## src/rtl/core/cbd_pkg.sv

```systemverilog
// cbd_pkg: widths, CORDIC table and pipeline constants for the bearing block.
// Used by compass_bearing_degrees_top and cbd_checker; depends on nothing.
package cbd_pkg;

    localparam int COORD_WIDTH     = 16;
    localparam int CORDIC_STEPS    = 16;
    localparam int TABLE_LEN       = 24;
    localparam int PRESCALE        = 24;
    localparam int STEPS_PER_STAGE = 2;
    localparam int NUM_CSTAGES     = (CORDIC_STEPS + STEPS_PER_STAGE - 1) / STEPS_PER_STAGE;

    // difference of two coordinates
    localparam int DW  = COORD_WIDTH + 1;
    // CORDIC vector: difference, prescale, gain and pre-rotation headroom
    localparam int XW  = DW + PRESCALE + 4;
    // angle in degrees with 16 fraction bits
    localparam int ZW  = 26;
    localparam int DEGW = 11;
    localparam int BEARING_WIDTH = 9;

    // entry stage + CORDIC stages + round stage + wrap stage
    localparam int LATENCY = NUM_CSTAGES + 3;

    localparam logic signed [ZW-1:0] Z_90      = ZW'(90 * 65536);
    localparam logic signed [ZW-1:0] ROUND_ADD = ZW'(128);
    localparam logic signed [ZW-1:0] RAW_90    = ZW'(90 * 256);
    localparam logic signed [DEGW-1:0] DEG_360 = DEGW'(360);
    localparam logic [BEARING_WIDTH-1:0] BEARING_EQUAL = BEARING_WIDTH'(90);

    // atan(2^-i) in degrees, 16 fraction bits, rounded to nearest
    function automatic logic signed [ZW-1:0] atan_tab(input int i);
        logic signed [ZW-1:0] v;
        case (i)
            0:  v = ZW'(2949120);
            1:  v = ZW'(1740967);
            2:  v = ZW'(919879);
            3:  v = ZW'(466945);
            4:  v = ZW'(234379);
            5:  v = ZW'(117304);
            6:  v = ZW'(58666);
            7:  v = ZW'(29335);
            8:  v = ZW'(14668);
            9:  v = ZW'(7334);
            10: v = ZW'(3667);
            11: v = ZW'(1833);
            12: v = ZW'(917);
            13: v = ZW'(458);
            14: v = ZW'(229);
            15: v = ZW'(115);
            16: v = ZW'(57);
            17: v = ZW'(29);
            18: v = ZW'(14);
            19: v = ZW'(7);
            20: v = ZW'(4);
            21: v = ZW'(2);
            22: v = ZW'(1);
            default: v = '0;
        endcase
        return v;
    endfunction

endpackage

```

## src/rtl/core/compass_bearing_degrees_top.sv

```systemverilog
// compass_bearing_degrees_top: pipelined CORDIC atan2 giving a whole-degree bearing.
// Depends on cbd_pkg for widths, the arctan table and the stage count.
// Pipeline: entry stage, 8 CORDIC stages of 2 steps each, round stage, wrap stage.
// Throughput: one word per cycle; busy stays low, since the receiver cannot stall.
// Reset: rst_n clears every stage valid bit and done at once; payload is not reset.
module compass_bearing_degrees_top (
    input  logic                                     clk,
    input  logic                                     rst_n,
    input  logic                                     start,
    output logic                                     busy,
    input  logic signed [cbd_pkg::COORD_WIDTH-1:0]   start_x,
    input  logic signed [cbd_pkg::COORD_WIDTH-1:0]   start_y,
    input  logic signed [cbd_pkg::COORD_WIDTH-1:0]   end_x,
    input  logic signed [cbd_pkg::COORD_WIDTH-1:0]   end_y,
    output logic                                     done,
    output logic        [cbd_pkg::BEARING_WIDTH-1:0] bearing
);

    localparam int NCS  = cbd_pkg::NUM_CSTAGES;
    localparam int XW   = cbd_pkg::XW;
    localparam int ZW   = cbd_pkg::ZW;
    localparam int DW   = cbd_pkg::DW;
    localparam int DEGW = cbd_pkg::DEGW;
    localparam int CW   = cbd_pkg::COORD_WIDTH;
    localparam int PS   = cbd_pkg::PRESCALE;
    localparam int SPS  = cbd_pkg::STEPS_PER_STAGE;

    // Stage 0 is the entry stage; stage s+1 holds the vector after CORDIC stage s.
    logic signed [XW-1:0] x_reg    [0:NCS];
    logic signed [XW-1:0] x_next   [0:NCS];
    logic signed [XW-1:0] y_reg    [0:NCS];
    logic signed [XW-1:0] y_next   [0:NCS];
    logic signed [ZW-1:0] z_reg    [0:NCS];
    logic signed [ZW-1:0] z_next   [0:NCS];
    logic                 zero_reg [0:NCS];
    logic                 zero_next[0:NCS];
    logic [NCS:0]         valid_reg;
    logic [NCS:0]         valid_next;

    // round stage
    logic signed [ZW-1:0] raw_reg, raw_next;
    logic                 rzero_reg, rzero_next;
    logic                 rvalid_reg, rvalid_next;

    // wrap stage / output register
    logic                               done_reg, done_next;
    logic [cbd_pkg::BEARING_WIDTH-1:0]  bearing_reg, bearing_next;

    // The receiver cannot stall, so the pipeline always advances.
    assign busy = 1'b0;

    // Entry stage: form the differences, prescale, and pre-rotate the left half-plane.
    // CORDIC stages: each one runs SPS vectoring steps on the vector it holds.
    always_comb
    begin
        logic signed [DW-1:0] dx;
        logic signed [DW-1:0] dy;
        logic signed [XW-1:0] xs;
        logic signed [XW-1:0] ys;
        logic signed [XW-1:0] xc;
        logic signed [XW-1:0] yc;
        logic signed [ZW-1:0] zc;
        logic signed [XW-1:0] xsh;
        logic signed [XW-1:0] ysh;
        dx = $signed({end_x[CW-1], end_x}) - $signed({start_x[CW-1], start_x});
        dy = $signed({start_y[CW-1], start_y}) - $signed({end_y[CW-1], end_y});
        xs = {{(XW-DW-PS){dx[DW-1]}}, dx, {PS{1'b0}}};
        ys = {{(XW-DW-PS){dy[DW-1]}}, dy, {PS{1'b0}}};
        valid_next[0] = start;
        zero_next[0]  = (dx == '0) && (dy == '0);
        if (xs < 0) begin
            if (ys >= 0) begin
                x_next[0] = ys;
                y_next[0] = -xs;
                z_next[0] = cbd_pkg::Z_90;
            end
            else begin
                x_next[0] = -ys;
                y_next[0] = xs;
                z_next[0] = -cbd_pkg::Z_90;
            end
        end
        else begin
            x_next[0] = xs;
            y_next[0] = ys;
            z_next[0] = '0;
        end
        for (int s = 0; s < NCS; s++) begin
            xc = x_reg[s];
            yc = y_reg[s];
            zc = z_reg[s];
            for (int j = 0; j < SPS; j++) begin
                if (s * SPS + j < cbd_pkg::CORDIC_STEPS) begin
                    xsh = xc >>> (s * SPS + j);
                    ysh = yc >>> (s * SPS + j);
                    if (yc >= 0) begin
                        xc = xc + ysh;
                        yc = yc - xsh;
                        zc = zc + cbd_pkg::atan_tab(s * SPS + j);
                    end
                    else begin
                        xc = xc - ysh;
                        yc = yc + xsh;
                        zc = zc - cbd_pkg::atan_tab(s * SPS + j);
                    end
                end
            end
            x_next[s+1]     = xc;
            y_next[s+1]     = yc;
            z_next[s+1]     = zc;
            zero_next[s+1]  = zero_reg[s];
            valid_next[s+1] = valid_reg[s];
        end
    end

    // Round stage: round the angle to 8 fraction bits (ties up), take 90 minus it.
    always_comb
    begin
        logic signed [ZW-1:0] zr;
        zr          = z_reg[NCS] + cbd_pkg::ROUND_ADD;
        raw_next    = cbd_pkg::RAW_90 - (zr >>> 8);
        rzero_next  = zero_reg[NCS];
        rvalid_next = valid_reg[NCS];
    end

    // Wrap stage: truncate toward zero to whole degrees, fold into 0..359.
    always_comb
    begin
        logic                   neg;
        logic [ZW-1:0]          mag;
        logic [ZW-9:0]          q;
        logic signed [DEGW-1:0] deg;
        neg = raw_reg[ZW-1];
        mag = neg ? unsigned'(-raw_reg) : unsigned'(raw_reg);
        q   = mag[ZW-1:8];
        deg = neg ? -DEGW'(q) : DEGW'(q);
        if (deg < 0) begin
            deg = deg + cbd_pkg::DEG_360;
        end
        else if (deg >= cbd_pkg::DEG_360) begin
            deg = deg - cbd_pkg::DEG_360;
        end
        // equal points have no direction: report east
        bearing_next = rzero_reg ? cbd_pkg::BEARING_EQUAL : deg[cbd_pkg::BEARING_WIDTH-1:0];
        done_next    = rvalid_reg;
    end

    // Control state: valid bits and done.
    always_ff @(posedge clk or negedge rst_n)
    begin
        if (!rst_n) begin
            valid_reg  <= '0;
            rvalid_reg <= 1'b0;
            done_reg   <= 1'b0;
        end
        else begin
            valid_reg  <= valid_next;
            rvalid_reg <= rvalid_next;
            done_reg   <= done_next;
        end
    end

    // Payload: advance every cycle, no reset needed.
    always_ff @(posedge clk)
    begin
        for (int s = 0; s <= NCS; s++) begin
            x_reg[s]    <= x_next[s];
            y_reg[s]    <= y_next[s];
            z_reg[s]    <= z_next[s];
            zero_reg[s] <= zero_next[s];
        end
        raw_reg     <= raw_next;
        rzero_reg   <= rzero_next;
        bearing_reg <= bearing_next;
    end

    assign done    = done_reg;
    assign bearing = bearing_reg;

endmodule

```

## config.mk

```make
export PLATFORM = sky130hd
export DESIGN_NAME = compass_bearing_degrees_top
export DESIGN_NICKNAME = d
export VERILOG_FILES = /design/src/rtl/core/cbd_pkg.sv /design/src/rtl/core/compass_bearing_degrees_top.sv
export SDC_FILE = /design/constraint.sdc
export NUM_CORES = 2
export LEC_CHECK = 0
export BUFFER_PORTS_ARGS = -buffer_cell sky130_fd_sc_hd__buf_2
export CAP_MARGIN = 20
export CORE_MARGIN = 2
export CORE_UTILIZATION = 37
export DETAILED_ROUTE_END_ITERATION = 6
export HOLD_SLACK_MARGIN = 0.15
export SETUP_SLACK_MARGIN = 0.15
export SYNTH_ARGS = -nofsm -noshare
export SYNTH_HDL_FRONTEND = slang
export SYNTH_SLANG_ARGS = --single-unit
```

## constraint.sdc

```tcl
create_clock -name clk -period 15.9 [get_ports clk]
set_clock_uncertainty 0.05 [all_clocks]
set_input_delay 0.795 -clock clk [delete_from_list [all_inputs] [get_ports clk]]
set_output_delay 0.795 -clock clk [all_outputs]
set_load 0.03 [all_outputs]
```

==> Word level (Yosys, flattened, before mapping) <==
Memory sizes are Yosys's and may differ from the RTL's. A register that Yosys moved wholly into a read port is not among the register bits.
Index checks and enable logic that the tools add are counted.
{ "word_totals": {"ff_bits": 39, "ram_bits": 1053, "in_bits": 67, "output_inout_bits": 11, "elab_cells": 227, "memories": 4} }
{ "classes": {"add_sub_neg": 105, "magnitude_cmp": 20, "muxes": 90, "n_reduce_logical": 3} }
{ "memory_table": {"columns": ["name", "words", "word_bits", "read_ports", "rd_ports_with_merged_regs", "write_ports", "line", "text"], "rows": [
  ["x_reg", 9, 45, 8, 0, 9, "compass_bearing_degrees_top.sv:29", "logic signed [XW-1:0] x_reg [0:NCS];"],
  ["y_reg", 9, 45, 8, 0, 9, "compass_bearing_degrees_top.sv:31", "logic signed [XW-1:0] y_reg [0:NCS];"],
  ["z_reg", 9, 26, 9, 0, 9, "compass_bearing_degrees_top.sv:33", "logic signed [ZW-1:0] z_reg [0:NCS];"],
  ["zero_reg", 9, 1, 9, 1, 9, "compass_bearing_degrees_top.sv:35", "logic zero_reg [0:NCS];"]
]} }
{ "ops": {"columns": ["operator", "count"], "rows": [
  ["2-to-1 mux 45 bit", 36],
  ["2-to-1 mux 26 bit", 50],
  ["greater-or-equal comparator 45 x 1 -> 1 bit, second input constant", 16],
  ["adder 26 bit", 16],
  ["subtractor 26 bit", 16],
  ["adder 45 x 30 -> 45 bit", 2],
  ["adder 45 x 31 -> 45 bit", 2],
  ["adder 45 x 32 -> 45 bit", 2],
  ["adder 45 x 33 -> 45 bit", 2],
  ["adder 45 x 34 -> 45 bit", 2],
  ["adder 45 x 35 -> 45 bit", 2],
  ["adder 45 x 36 -> 45 bit", 2],
  ["adder 45 x 37 -> 45 bit", 2],
  ["adder 45 x 38 -> 45 bit", 2],
  ["adder 45 x 39 -> 45 bit", 2],
  ["adder 45 x 40 -> 45 bit", 2],
  ["adder 45 x 41 -> 45 bit", 2],
  ["adder 45 x 42 -> 45 bit", 2],
  ["adder 45 x 43 -> 45 bit", 2],
  ["adder 45 x 44 -> 45 bit", 2],
  ["negation 41 -> 45 bit", 2],
  ["subtractor 45 x 30 -> 45 bit", 2],
  ["subtractor 45 x 31 -> 45 bit", 2],
  ["subtractor 45 x 32 -> 45 bit", 2],
  ["other kinds (30)", 46]
]} }

==> Longest topological paths before layout <==
{ "depth": {"depth_word": 7, "ltp_mapped": 45, "ltp_nobuf": 43} }

==> Least setup slack after synthesis <==
Ideal clock, no wire load.
{ "synth_timing": {"kind": "flip-flop to flip-flop", "startpoint": "memory x_reg[0][194] in the netlist's numbering", "endpoint": "memory x_reg[0][269] in the netlist's numbering", "setup_time_ns": 0.131, "t_arrival_ns": 9.466, "required_ns": 15.719, "setup_slack_ns": 6.253, "stages_incl_launch_ff": 39, "path_buffers": 2, "period_less_slack_ns": 9.647, "path_cell_list": "dfxtp_1 -> or3_1 -> or3_1 -> or3_1 -> or2_2 -> inv_1 -> nand3_1 -> or3_1 -> o41ai_1 -> xor2_1 -> ha_1 -> a21o_1 -> a221oi_1 -> o21a_1 -> inv_1 -> a2111oi_0 -> o21bai_1 -> a221o_1 -> [3 not listed] -> o21ai_0 -> fa_1 -> a21oi_1 -> o21bai_1 -> a21oi_1 -> o21ai_0 -> a21oi_1 -> o21ai_0 -> a31oi_1 -> nor3_1 -> o31ai_1 -> a21oi_1 -> o221ai_1 -> o21ai_0 -> or4_1 -> a31o_2 -> a21oi_1 -> xnor2_1"} }
{ "synth_rtl": {"columns": ["item", "line"], "rows": [
  ["start: declaration", "compass_bearing_degrees_top.sv:29"]
]} }

==> impl_metrics.csv <==
group,metric,value,unit
status,status,"complete, no violations",
critical_path,crit_slowest_cell,"a2111oi_0",
timing,slew-limit-headroom,20.8,%
critical_path,cp.arrival,12.10,ns
timing,fin_ws,4.45,ns
route,postRouteAntennaNets,0,
final_layout,nFillCells,27417,
die,ioPinCount,78,
logic_synthesis,synth_warnings,0,
route,initialDrtViolationCount,5209,
final_layout,final_cell_area,106000,um^2
hold_path,min_path_cells,0,
grt,grt-ovfl-total,0,
route,dr.pass1.iters,6,
grt,grt_max_degree,74,
timing,rsz0062_at_grt,"no",
logic_synthesis,ys_ff_latch,787,
logic_synthesis,yosysSeqAreaShare,16.1,%
timing,layout_min_cycle_time,11.45,ns
placement,place_congestion,0.945,
flow_run,cap_violations,0,
placement,dpl_cell_area,103000,um^2
clock_tree,htree_levels,3,
timing,fmax,0.0873,GHz
critical_path,cp_max_fo,64,
critical_path,reg2regPathDepth,37,
route,m1WireLength,122000,um
placement,hpwl,233000,um
route,wire_per_inst,17.0,um
logic_synthesis,synthArstFlopShare,1.40,%
route,top_layer,"met5",
critical_path,critPathMaxStageDelay,0.88,ns
critical_path,cp-start-kind,"flop",
grt,grt_pass1_wl,440000,um
logic_synthesis,netlist_area,98000,um^2
logic_synthesis,yosysUniqueCellTypes,97,
grt,groute.usage.overall,19.7,%
hold_path,worstHoldEndpoint,"zero_reg[4]$_DFF_P_",
timing,final_hold_viol_count,0,
route,wirelength,278000,um
die,die_y,519,um
final_layout,final_nets,14316,
logic_synthesis,synth_edf_count,0,
final_layout,largest_reg_flops,286,
timing,fin_crit_sh,72.0,%
logic_synthesis,synth_area_per_cell,7.72,um^2
route,drc,0,
grt,grt_pass1_vias,82598,
route,num_vias,88558,
critical_path,critPathKind,"flop to flop",
final_layout,layout-drive-gt1-share,3.86,%
logic_synthesis,synthFlopType,"dfxtp_1",
critical_path,critical-path-top-delay-family,"compound AO/OA/AOI/OAI gates",
timing,fin_setup_tns,0,ns
die,die_w,519,um
final_layout,syn_to_final_growth,8.36,%
clock_tree,worstSkewPairLatency,0.79,ns
hold_path,hp-start,"zero_reg[3]$_DFF_P_",
critical_path,required,16.55,ns
critical_path,r2r_slack,4.45,ns
route,wl_met2,136000,um
logic_synthesis,postSynthCellCount,12691,
final_layout,multi_input_area,79200,um^2
clock_tree,clkTransAtPathRegs,0.06,ns
clock_tree,cts.sinks,787,
timing,slew_violations,0,
clock_tree,cts_buffers,97,
die,num_rows,188,
final_layout,seq_area,15800,um^2
critical_path,crit_buf_inv,3,
route,met3_length,9690,um
clock_tree,tritoncts,"built",
hold_path,hp-class,"flop to flop",
placement,portBuffers,76,
route,vias_per_cell,5.41,
clock_tree,cts.path.max_buffers,3,
grt,antenna_found_initial,4,
timing,setup_violations,0,
die,core_area,263000,um^2
critical_path,rr_startpoint,"x_reg[0][284]$_DFF_P_",
critical_path,worstReg2RegEnd,"y_reg[0][358]$_DFF_P_",
critical_path,cp_common_cell,"o21ai_0",
timing,tightest_slew,1.18,ns
critical_path,end_kind,"flop",
placement,dp_slack,4.78,ns
clock_tree,postCtsResizedCells,0,
clock_tree,root_buffer,"clkbuf_16",
die,dieArea,269000,um^2
die,initial_core_util,37.3,%
[cells by family (layout without fill, tap and decap cells)]
kind of cell               after synthesis  after routing  synth area share [%]
DFF                                    787            787                  16.1
xor gates and xnor gates              1975           1975                  17.7
muxes                                   61             61                 0.642
and+or+nand+nor                       3638           3638                  18.1
buffers and inverters                  920           1003                  3.54
AOI/OAI and AO/OA                     3837           3837                  24.8
other                                    1             84               0.00383
adders and majority gates             1472           1472                  19.1
[what timing repair did]
action / in CTS / in global routing
setup buffers: 0 / 0
endpoints found under the hold margin: 12 / 0
hold buffers: 2 / 0
[cell usage after synthesis, drive strengths merged (187+ instances only)]
cell	count	area, um^2
nand2b	212	1330
o31ai	205	1540
dfxtp	776	15500
nor2b	188	1180
xor2	690	6040
ha	1437	18000
inv	690	2590
nand2	738	2770
a21o	483	3630
a21oi	1154	5790
o21ai	838	4190
nor3	300	1500
xnor2	1282	11200
o21a	187	1400
clkbuf	198	743
nand3	258	1290
nor2	1125	4220
[stage by stage]
step,instances,hold slack (ns),util (%)
final,16372,0.275,40.4
after global routing,16372,0.281,40.4
after CTS,16370,0.278,40.4
after detailed placement,16190,0.265,39.1
after global placement,16189,0.260,39.1
after floorplan,12773,0.260,-
[how the worst max path moves through the flow]
| stage | start | endpoint | slack (ns) | depth (start not counted) |
|---|---|---|---|---|
| final | x_reg[0][284]$_DFF_P_ | y_reg[0][358]$_DFF_P_ | 4.45 | 37 |
| after global routing | y_reg[0][314]$_DFF_P_ | y_reg[0][358]$_DFF_P_ | 3.49 | 39 |
| after CTS | x_reg[0][284]$_DFF_P_ | y_reg[0][358]$_DFF_P_ | 4.71 | 40 |
| after detailed placement | x_reg[0][284]$_DFF_P_ | y_reg[0][358]$_DFF_P_ | 4.78 | 40 |
| after global placement | y_reg[0][314]$_DFF_P_ | y_reg[0][359]$_DFF_P_ | 4.74 | 39 |
| after floorplan | x_reg[0][194]$_DFF_P_ | x_reg[0][269]$_DFF_P_ | 6.25 | 38 |
[per-layer routing]
layer | GRT usage (%) | up-vias
met2 | 35.6 | 1737
li1 | - | 45797
met1 | 24.1 | 40560
met5 | 0 | -
met4 | 7.42 | 2
met3 | 1.72 | 462
[cell usage in the layout, fill, tap and decap left out, drive strengths merged, types with 83 or more instances in the layout]
cell type | netlist | routed
nor4 | 94 | 94
o21bai | 180 | 180
a21o | 483 | 483
a31oi | 121 | 121
nand3 | 258 | 258
o31ai | 205 | 205
inv | 690 | 701
nor3 | 300 | 300
clkbuf | 198 | 124
o21a | 187 | 187
o21ai | 838 | 838
nand2b | 212 | 212
or3 | 128 | 128
a211oi | 84 | 84
ha | 1437 | 1437
xnor2 | 1282 | 1282
a21boi | 104 | 104
or4 | 87 | 87
xor2 | 690 | 690
and3 | 115 | 115
o41ai | 89 | 89
or2 | 96 | 96
a21oi | 1154 | 1154
nand4 | 99 | 99
dfxtp | 776 | 776
buf | 26 | 127
conb | 1 | 83
nor2 | 1125 | 1125
nor2b | 188 | 188
nand2 | 738 | 738
[worst register-to-register path, delay by kind of cell, from the launching register on]
family / cells / cell delay (ns)
compound gates: 18 / 5.13
simple gates: 10 / 2.95
buf+inv: 3 / 1.45
fa+ha+maj: 2 / 0.70
xor+xnor: 3 / 0.39
flops: 1 / 0.36
mux: 1 / 0.34
[cell type report]
cell class	count	share of cell area, %
clock buffers	124	2.55
multi-input cells	11066	74.5
repair buffers	129	0.744
flip-flops and latches	787	14.9
well taps	3515	4.14
diodes	1	0.00236
clock inverters	54	0.691
inverters	696	2.46
Power is left out: the tool's default activity adds up to more than one toggle a clock period on the data nets, which glitch-free logic cannot reach.
